`config.mk`:
```
export PLATFORM = sky130hd
export DESIGN_NAME = sorted_priority_queue_flat
export DESIGN_NICKNAME = d
export VERILOG_FILES = /design/src/hw/rtl/spq_pkg.sv /design/src/hw/rtl/spq_if.sv /design/src/hw/rtl/spq_cell.sv /design/src/hw/rtl/sorted_priority_queue.sv /design/src/flat_wrapper.sv
export SDC_FILE = /design/constraint.sdc
export NUM_CORES = 2
export LEC_CHECK = 0
export BUFFER_PORTS_ARGS = -buffer_cell sky130_fd_sc_hd__buf_2
export CORE_AREA = 2 2 359 361
export CTS_CLUSTER_DIAMETER = 30
export DETAILED_ROUTE_END_ITERATION = 16
export DIE_AREA = 0 0 361 363
export PLACE_DENSITY = 0.62
export SYNTH_ARGS = -nofsm -noshare
export SYNTH_HDL_FRONTEND = slang
export SYNTH_SLANG_ARGS = --single-unit
```
`constraint.sdc`:
```
create_clock -name clk -period 16.3 [get_ports clk]
set_input_delay 0.815 -clock clk [delete_from_list [all_inputs] [get_ports clk]]
set_output_delay 0.815 -clock clk [all_outputs]
set_load 0.02 [all_outputs]
```
`src/hw/rtl/spq_pkg.sv`:
```
`timescale 1ns / 1ps
// ----------------------------------------------------------------------------
// spq_pkg: shared types and constants for the sorted priority queue
// Default sizes, request modes and response status codes.
// ----------------------------------------------------------------------------
package spq_pkg;

  localparam int unsigned CAPACITY_DEFAULT      = 16;
  localparam int unsigned PAYLOAD_BITS_DEFAULT  = 32;
  localparam int unsigned PRIORITY_BITS_DEFAULT = 16;

  localparam int unsigned STATUS_BITS = 2;

  typedef enum logic {
    MODE_ENQUEUE = 1'b0,
    MODE_DEQUEUE = 1'b1
  } mode_t;

  typedef enum logic [STATUS_BITS-1:0] {
    ST_DONE  = 2'd0,
    ST_EMPTY = 2'd1,
    ST_FULL  = 2'd2
  } status_t;

endpackage

```
`src/hw/rtl/spq_if.sv`:
```
`timescale 1ns / 1ps
// ----------------------------------------------------------------------------
// spq_if: request and response channels of the sorted priority queue
// Valid/ready channels; a transfer happens when valid and ready are both high.
// ----------------------------------------------------------------------------
interface spq_req_if #(
  parameter int unsigned PAYLOAD_BITS  = 32,
  parameter int unsigned PRIORITY_BITS = 16
);
  logic                            valid;
  logic                            ready;
  logic                            mode;
  logic [PAYLOAD_BITS-1:0]         payload;
  logic signed [PRIORITY_BITS-1:0] priority_req;

  modport source (output valid, mode, payload, priority_req, input ready);
  modport sink   (input valid, mode, payload, priority_req, output ready);
endinterface

interface spq_rsp_if #(
  parameter int unsigned PAYLOAD_BITS = 32,
  parameter int unsigned COUNT_BITS   = 5
);
  logic                    valid;
  logic                    ready;
  logic [1:0]              status;
  logic [PAYLOAD_BITS-1:0] out_payload;
  logic [PAYLOAD_BITS-1:0] head_payload;
  logic                    is_empty;
  logic [COUNT_BITS-1:0]   entry_count;

  modport source (output valid, status, out_payload, head_payload, is_empty, entry_count,
                  input ready);
  modport sink   (input valid, status, out_payload, head_payload, is_empty, entry_count,
                  output ready);
endinterface

```
`src/hw/rtl/spq_cell.sv`:
```
`timescale 1ns / 1ps
// ----------------------------------------------------------------------------
// spq_cell: one slot of the sorted queue
// Holds one entry; compares against the incoming priority and either keeps
// its entry, takes the new one, or takes a neighbor's entry.
// ----------------------------------------------------------------------------
module spq_cell
  import spq_pkg::*;
#(
  parameter int unsigned PAYLOAD_BITS  = PAYLOAD_BITS_DEFAULT,
  parameter int unsigned PRIORITY_BITS = PRIORITY_BITS_DEFAULT
) (
  input  logic                            clk,
  input  logic                            en,
  input  logic                            dequeue,
  input  logic                            occupied,
  input  logic signed [PRIORITY_BITS-1:0] new_prio,
  input  logic [PAYLOAD_BITS-1:0]         new_payload,
  input  logic                            left_keep,
  input  logic signed [PRIORITY_BITS-1:0] left_prio,
  input  logic [PAYLOAD_BITS-1:0]         left_payload,
  input  logic signed [PRIORITY_BITS-1:0] right_prio,
  input  logic [PAYLOAD_BITS-1:0]         right_payload,
  output logic                            keep,
  output logic signed [PRIORITY_BITS-1:0] prio,
  output logic [PAYLOAD_BITS-1:0]         payload,
  output logic [PAYLOAD_BITS-1:0]         payload_next
);

  logic signed [PRIORITY_BITS-1:0] prio_next;
  logic [PAYLOAD_BITS-1:0]         cand_payload;

  // keep flags form a prefix of the row, since entries are sorted
  assign keep = occupied && (prio >= new_prio);

  always_comb begin
    if (dequeue) begin
      prio_next    = right_prio;
      cand_payload = right_payload;
    end else if (keep) begin
      prio_next    = prio;
      cand_payload = payload;
    end else if (left_keep) begin
      prio_next    = new_prio;
      cand_payload = new_payload;
    end else begin
      prio_next    = left_prio;
      cand_payload = left_payload;
    end
  end

  assign payload_next = en ? cand_payload : payload;

  always_ff @(posedge clk) begin
    if (en) begin
      prio    <= prio_next;
      payload <= cand_payload;
    end
  end

endmodule

```
`src/hw/rtl/sorted_priority_queue.sv`:
```
`timescale 1ns / 1ps
// ----------------------------------------------------------------------------
// sorted_priority_queue: bounded priority queue, highest priority at the head
// A row of compare-and-shift cells kept in sorted order.
// ----------------------------------------------------------------------------
// Takes one request (enqueue or dequeue) per clock and returns one response
// per request from an output register. Every cell compares its entry with
// the incoming priority in parallel, so an enqueue inserts and shifts the
// tail together and a dequeue shifts the row toward the head. Equal
// priorities leave first in, first out. An enqueue into a full queue answers
// status full and changes nothing; a dequeue on an empty queue answers status
// empty with a zero payload. No clearing pass after reset: the entry count
// alone marks which cells hold entries. The input is stalled only while a
// response waits unread.
// ----------------------------------------------------------------------------
module sorted_priority_queue
  import spq_pkg::*;
#(
  parameter int unsigned CAPACITY      = CAPACITY_DEFAULT,
  parameter int unsigned PAYLOAD_BITS  = PAYLOAD_BITS_DEFAULT,
  parameter int unsigned PRIORITY_BITS = PRIORITY_BITS_DEFAULT
) (
  input  logic     clk,
  input  logic     rst,
  spq_req_if.sink  req,
  spq_rsp_if.source rsp
);

  localparam int unsigned COUNT_BITS = $clog2(CAPACITY + 1);

  logic [COUNT_BITS-1:0] count;
  logic [COUNT_BITS-1:0] count_next;

  logic                            accept;
  logic                            is_deq;
  logic                            full;
  logic                            empty;
  logic                            update;
  status_t                         status_next;
  logic [PAYLOAD_BITS-1:0]         removed;
  logic [PAYLOAD_BITS-1:0]         head_next;

  logic                            keep     [CAPACITY];
  logic signed [PRIORITY_BITS-1:0] prio     [CAPACITY];
  logic [PAYLOAD_BITS-1:0]         payload  [CAPACITY];
  logic [PAYLOAD_BITS-1:0]         pay_next [CAPACITY];

  assign req.ready = !rsp.valid || rsp.ready;
  assign accept    = req.valid && req.ready;
  assign is_deq    = (req.mode == MODE_DEQUEUE);
  assign full      = (count == COUNT_BITS'(CAPACITY));
  assign empty     = (count == '0);

  always_comb begin
    if (is_deq) begin
      status_next = empty ? ST_EMPTY : ST_DONE;
    end else begin
      status_next = full ? ST_FULL : ST_DONE;
    end
  end

  assign update = accept && (status_next == ST_DONE);

  always_comb begin
    if (!update) begin
      count_next = count;
    end else if (is_deq) begin
      count_next = count - COUNT_BITS'(1);
    end else begin
      count_next = count + COUNT_BITS'(1);
    end
  end

  assign removed   = (is_deq && !empty) ? payload[0] : '0;
  assign head_next = (count_next != '0) ? pay_next[0] : '0;

  for (genvar i = 0; i < CAPACITY; i++) begin : g_cell
    logic                            l_keep;
    logic signed [PRIORITY_BITS-1:0] l_prio;
    logic [PAYLOAD_BITS-1:0]         l_payload;
    logic signed [PRIORITY_BITS-1:0] r_prio;
    logic [PAYLOAD_BITS-1:0]         r_payload;

    // head cell sees a virtual keeping neighbor, so it takes the new entry
    if (i == 0) begin : g_head
      assign l_keep    = 1'b1;
      assign l_prio    = req.priority_req;
      assign l_payload = req.payload;
    end else begin : g_body
      assign l_keep    = keep[i-1];
      assign l_prio    = prio[i-1];
      assign l_payload = payload[i-1];
    end

    if (i == CAPACITY - 1) begin : g_tail
      assign r_prio    = prio[i];
      assign r_payload = payload[i];
    end else begin : g_inner
      assign r_prio    = prio[i+1];
      assign r_payload = payload[i+1];
    end

    spq_cell #(
      .PAYLOAD_BITS (PAYLOAD_BITS),
      .PRIORITY_BITS(PRIORITY_BITS)
    ) u_cell (
      .clk          (clk),
      .en           (update),
      .dequeue      (is_deq),
      .occupied     (count > COUNT_BITS'(i)),
      .new_prio     (req.priority_req),
      .new_payload  (req.payload),
      .left_keep    (l_keep),
      .left_prio    (l_prio),
      .left_payload (l_payload),
      .right_prio   (r_prio),
      .right_payload(r_payload),
      .keep         (keep[i]),
      .prio         (prio[i]),
      .payload      (payload[i]),
      .payload_next (pay_next[i])
    );
  end

  always_ff @(posedge clk) begin
    if (rst) begin
      count     <= '0;
      rsp.valid <= 1'b0;
    end else begin
      count <= count_next;
      if (accept) begin
        rsp.valid <= 1'b1;
      end else if (rsp.ready) begin
        rsp.valid <= 1'b0;
      end
    end
  end

  always_ff @(posedge clk) begin
    if (accept) begin
      rsp.status       <= status_next;
      rsp.out_payload  <= removed;
      rsp.head_payload <= head_next;
      rsp.is_empty     <= (count_next == '0);
      rsp.entry_count  <= count_next;
    end
  end

endmodule

```
`src/flat_wrapper.sv`:
```
// flat-port wrapper written by rule: the top's interface ports become plain ports
module sorted_priority_queue_flat import spq_pkg::*;
#(
  parameter int unsigned CAPACITY      = CAPACITY_DEFAULT,
  parameter int unsigned PAYLOAD_BITS  = PAYLOAD_BITS_DEFAULT,
  parameter int unsigned PRIORITY_BITS = PRIORITY_BITS_DEFAULT
)
  (clk, rst, req_valid, req_mode, req_payload, req_priority_req, req_ready, rsp_valid, rsp_status, rsp_out_payload, rsp_head_payload, rsp_is_empty, rsp_entry_count, rsp_ready);
  spq_req_if #(.PAYLOAD_BITS(PAYLOAD_BITS), .PRIORITY_BITS(PRIORITY_BITS)) req_i ();
  spq_rsp_if #(.PAYLOAD_BITS(PAYLOAD_BITS)) rsp_i ();
  input  logic clk;
  input  logic rst;
  input wire logic [$bits(req_i.valid)-1:0] req_valid;
  input wire logic [$bits(req_i.mode)-1:0] req_mode;
  input wire logic [$bits(req_i.payload)-1:0] req_payload;
  input wire logic [$bits(req_i.priority_req)-1:0] req_priority_req;
  output wire logic [$bits(req_i.ready)-1:0] req_ready;
  output wire logic [$bits(rsp_i.valid)-1:0] rsp_valid;
  output wire logic [$bits(rsp_i.status)-1:0] rsp_status;
  output wire logic [$bits(rsp_i.out_payload)-1:0] rsp_out_payload;
  output wire logic [$bits(rsp_i.head_payload)-1:0] rsp_head_payload;
  output wire logic [$bits(rsp_i.is_empty)-1:0] rsp_is_empty;
  output wire logic [$bits(rsp_i.entry_count)-1:0] rsp_entry_count;
  input wire logic [$bits(rsp_i.ready)-1:0] rsp_ready;
  assign req_i.valid = req_valid;
  assign req_i.mode = req_mode;
  assign req_i.payload = req_payload;
  assign req_i.priority_req = req_priority_req;
  assign req_ready = req_i.ready;
  assign rsp_valid = rsp_i.valid;
  assign rsp_status = rsp_i.status;
  assign rsp_out_payload = rsp_i.out_payload;
  assign rsp_head_payload = rsp_i.head_payload;
  assign rsp_is_empty = rsp_i.is_empty;
  assign rsp_entry_count = rsp_i.entry_count;
  assign rsp_i.ready = rsp_ready;
  sorted_priority_queue #(.CAPACITY(CAPACITY), .PAYLOAD_BITS(PAYLOAD_BITS), .PRIORITY_BITS(PRIORITY_BITS)) u_core (.clk(clk), .rst(rst), .req(req_i), .rsp(rsp_i));
endmodule
```
==> qor.txt <==
worst-margin pin slew -> 1.21 ns
Setup Fix Bufs, Post-CTS -> 0
H-tree depth reported by CTS -> 4
Setup CP Type -> in -> reg
Gate Count Post-Synth -> 4,864
Clk pin slew, worst setup/hold paths -> 0.05 ns
Num Clock Sinks -> 846
first-pass GRT wire length -> 273 mm
TritonCTS buffer count -> 207
syn avg cell area -> 10.4 um^2
synth unique cells -> 72
Hold Buf Count CTS -> 0
gpl congestion -> 0.990
post-route ant nets -> 0
Die Footprint -> 0.131 mm^2
Clock Latency Late Sink -> 0.81 ns
final non-filler cell area -> 0.0594 mm^2
root buf cell -> clkbuf_16
post-route setup TNS -> 0 ns
standard-cell rows -> 131
Critical Path End Type -> flip-flop
initial antenna violation count -> 9
fin crit share -> 29.5%
Vias/cell -> 6.40
main flop type after synthesis -> edfxtp_1
Fmax -> 208 MHz
All-Layer GR Usage -> 27.6%
core footprint -> 0.127 mm^2
crit path max fanout -> 40
Hold Crit Class -> in -> reg
placed cell area -> 0.0525 mm^2
Worst Skew -> 0.0348 ns
fillcell total -> 11,512
Yosys reg bits -> 846
Final Max Slew Viols -> 0
WP data required -> 16.83 ns
Worst EP arrival -> 5.34 ns
die height -> 363 um
sequential fraction of the synthesis area -> 49.6%
largest net degree at the start of global routing -> 192
CTS max path bufs -> 3
ratio of cells with drive above 1 in the final layout -> 13.0%
vias in the first global route -> 41,613
ys async rst share -> 0%
Period minus WS final -> 4.81 ns
Post-synth EDFFs -> 808
die width -> 361 um
top post-synthesis cells by area -> edfxtp_1 48%, ha_1 6.5%, mux2i_1 5.4%, a21oi_1 3.9%, nor2b_1 3.9%
total leakage power -> 22.9 nW
initial cell density of the core -> 39.7%
Syn Nets -> 5,178
synthesis warning total -> 0
fin nets -> 5,158
Synth Cell Area -> 0.0505 mm^2
CTS tree -> done
Synth top area share -> 48.1%
DP Cell Count -> 6,297
Final Hold Vio Count -> 0
RSZ-0062 raised after global routing -> no
maximum vdd drop -> 0.000123 V
Design Power -> 9.90 mW
TritonRoute pass-1 iters -> 6
Pwr per Cell Area -> 167 mW/mm^2
leading area contributor after synthesis -> edfxtp_1
Hold Slack -> 0.270 ns
HPWL after DPL -> 110 mm
Vias -> 42,791
WL final -> 187 mm
Top-Level Pins -> 127
GRT overflow -> 0
CP Launch Type -> input pin
Slew Limit Headroom -> 18.9%
area growth from synthesis to layout -> 17.7%
# Max-Cap Violations -> 0
Avg WL per Cell -> 27.9 um
DRT iter0 DRCs -> 5,753
endpoints failing setup -> 0
fin cells -> 6,686
run status -> finished clean
I/O Buffers -> 126
drc violations -> 0
cells resized by post-CTS repair -> 0
==> registers in the layout (all words and copies together), names as in the netlist <==
signal	count
u_core.count	5
u_core.rsp.valid	1
u_core.rsp.out_payload	32
u_core.g_cell.u_cell.payload	512
u_core.rsp.status	2
u_core.rsp.is_empty	1
u_core.g_cell.u_cell.prio	256
u_core.rsp.head_payload	32
u_core.rsp.entry_count	5
==> layout make-up <==
| class | instances | area, um^2 | area share [%] |
|---|---|---|---|
| clock buffer | 264 | 5620 | 9.46 |
| multi-input combinational | 3517 | 23900 | 40.2 |
| antenna | 3 | 7.51 | 0.0126 |
| clock inverter | 122 | 1290 | 2.16 |
| inverter | 59 | 230 | 0.387 |
| timing repair buffer | 213 | 1310 | 2.20 |
| tap | 1662 | 2080 | 3.50 |
| sequential | 846 | 25000 | 42.1 |
==> metrics by stage <==
stage | utilization [%] | worst slack [ns]
after floorplan | - | 9.61
after global placement | 41.3 | 10.83
after global routing | 46.8 | 11.38
final | 46.8 | 11.49
after CTS | 46.8 | 11.63
after detailed placement | 41.3 | 10.81
==> worst max-delay path: stages <==
cell	delay [ns]
buf_2	0.17
inv_1	0.56
ha_1	0.36
nor2b_1	0.13
o211ai_1	0.20
a2111oi_0	0.14
or4_1	0.60
a21oi_4	0.70
buf_4	0.53
buf_4	0.62
mux2i_1	0.27
o21ai_1	0.09
==> final timing paths <==
kind,from,to,slack [ns],cells past startpoint
setup reg to reg,u_core.count[0],u_core.g_cell[1].u_cell.payload[1],11.73,11
setup / recovery,req_priority_req[1],u_core.g_cell[1].u_cell.payload[1],11.49,12
hold reg to reg,u_core.g_cell[13].u_cell.payload[14],u_core.g_cell[12].u_cell.payload[14],0.55,2
hold / removal,rst,u_core.count[3],0.27,2
==> per-layer routing <==
layer | global-route usage (%) | wire, um | vias to the layer above | part of all wire, %
met5 | 0 | 39 | - | 0.021
met4 | 13.5 | 8650 | 6 | 4.6
met3 | 5.97 | 18800 | 488 | 10
met2 | 43.0 | 83800 | 2673 | 45
met1 | 36.6 | 75200 | 21176 | 40
li1 | - | - | 18448 | -
==> synth_stat cells, types with 58 or more instances <==
| library cell | n |
|---|---|
| a21oi_1 | 389 |
| a221o_1 | 143 |
| a22oi_1 | 178 |
| a2bb2oi_1 | 63 |
| a311o_1 | 94 |
| and2_1 | 133 |
| clkbuf_1 | 360 |
| edfxtp_1 | 808 |
| ha_1 | 261 |
| inv_1 | 58 |
| mux2i_1 | 270 |
| nand2_1 | 463 |
| nand3_1 | 248 |
| nor2_1 | 219 |
| nor2b_1 | 311 |
| nor3_1 | 60 |
| o21ai_0 | 251 |
| o21ai_1 | 108 |
==> cell usage in the layout, fill, tap and decap left out, types with 125 or more instances in the layout <==
cell	synthesis	final
a21oi_1	389	379
a22oi_1	178	178
edfxtp_1	808	808
clkbuf_16	0	212
buf_2	56	125
ha_1	261	261
nor2_1	219	214
and2_1	133	129
nand3_1	248	248
o21ai_0	251	251
nand2_1	463	463
a221o_1	143	143
nor2b_1	311	311
mux2i_1	270	270
==> cell families after synthesis <==
family                   share of synthesized area [%]
XOR/XNOR                                        0.0694
flip-flops                                        49.6
AO/OA/AOI/OAI                                     18.5
AND/OR/NAND/NOR                                   15.0
multiplexers                                      6.43
adder cells (fa/ha/maj)                           6.47
buffers and inverters                             3.95
==> power by group <==
group | internal, mW | switching (mW) | leakage (nW)
clock | 2.72 | 1.35 | 3.33
combinational | 0.821 | 1.64 | 11.5
sequential | 3.03 | 0.356 | 8.03
total | 6.56 | 3.34 | 22.9
No activity file was read; power rests on OpenSTA's default activity.
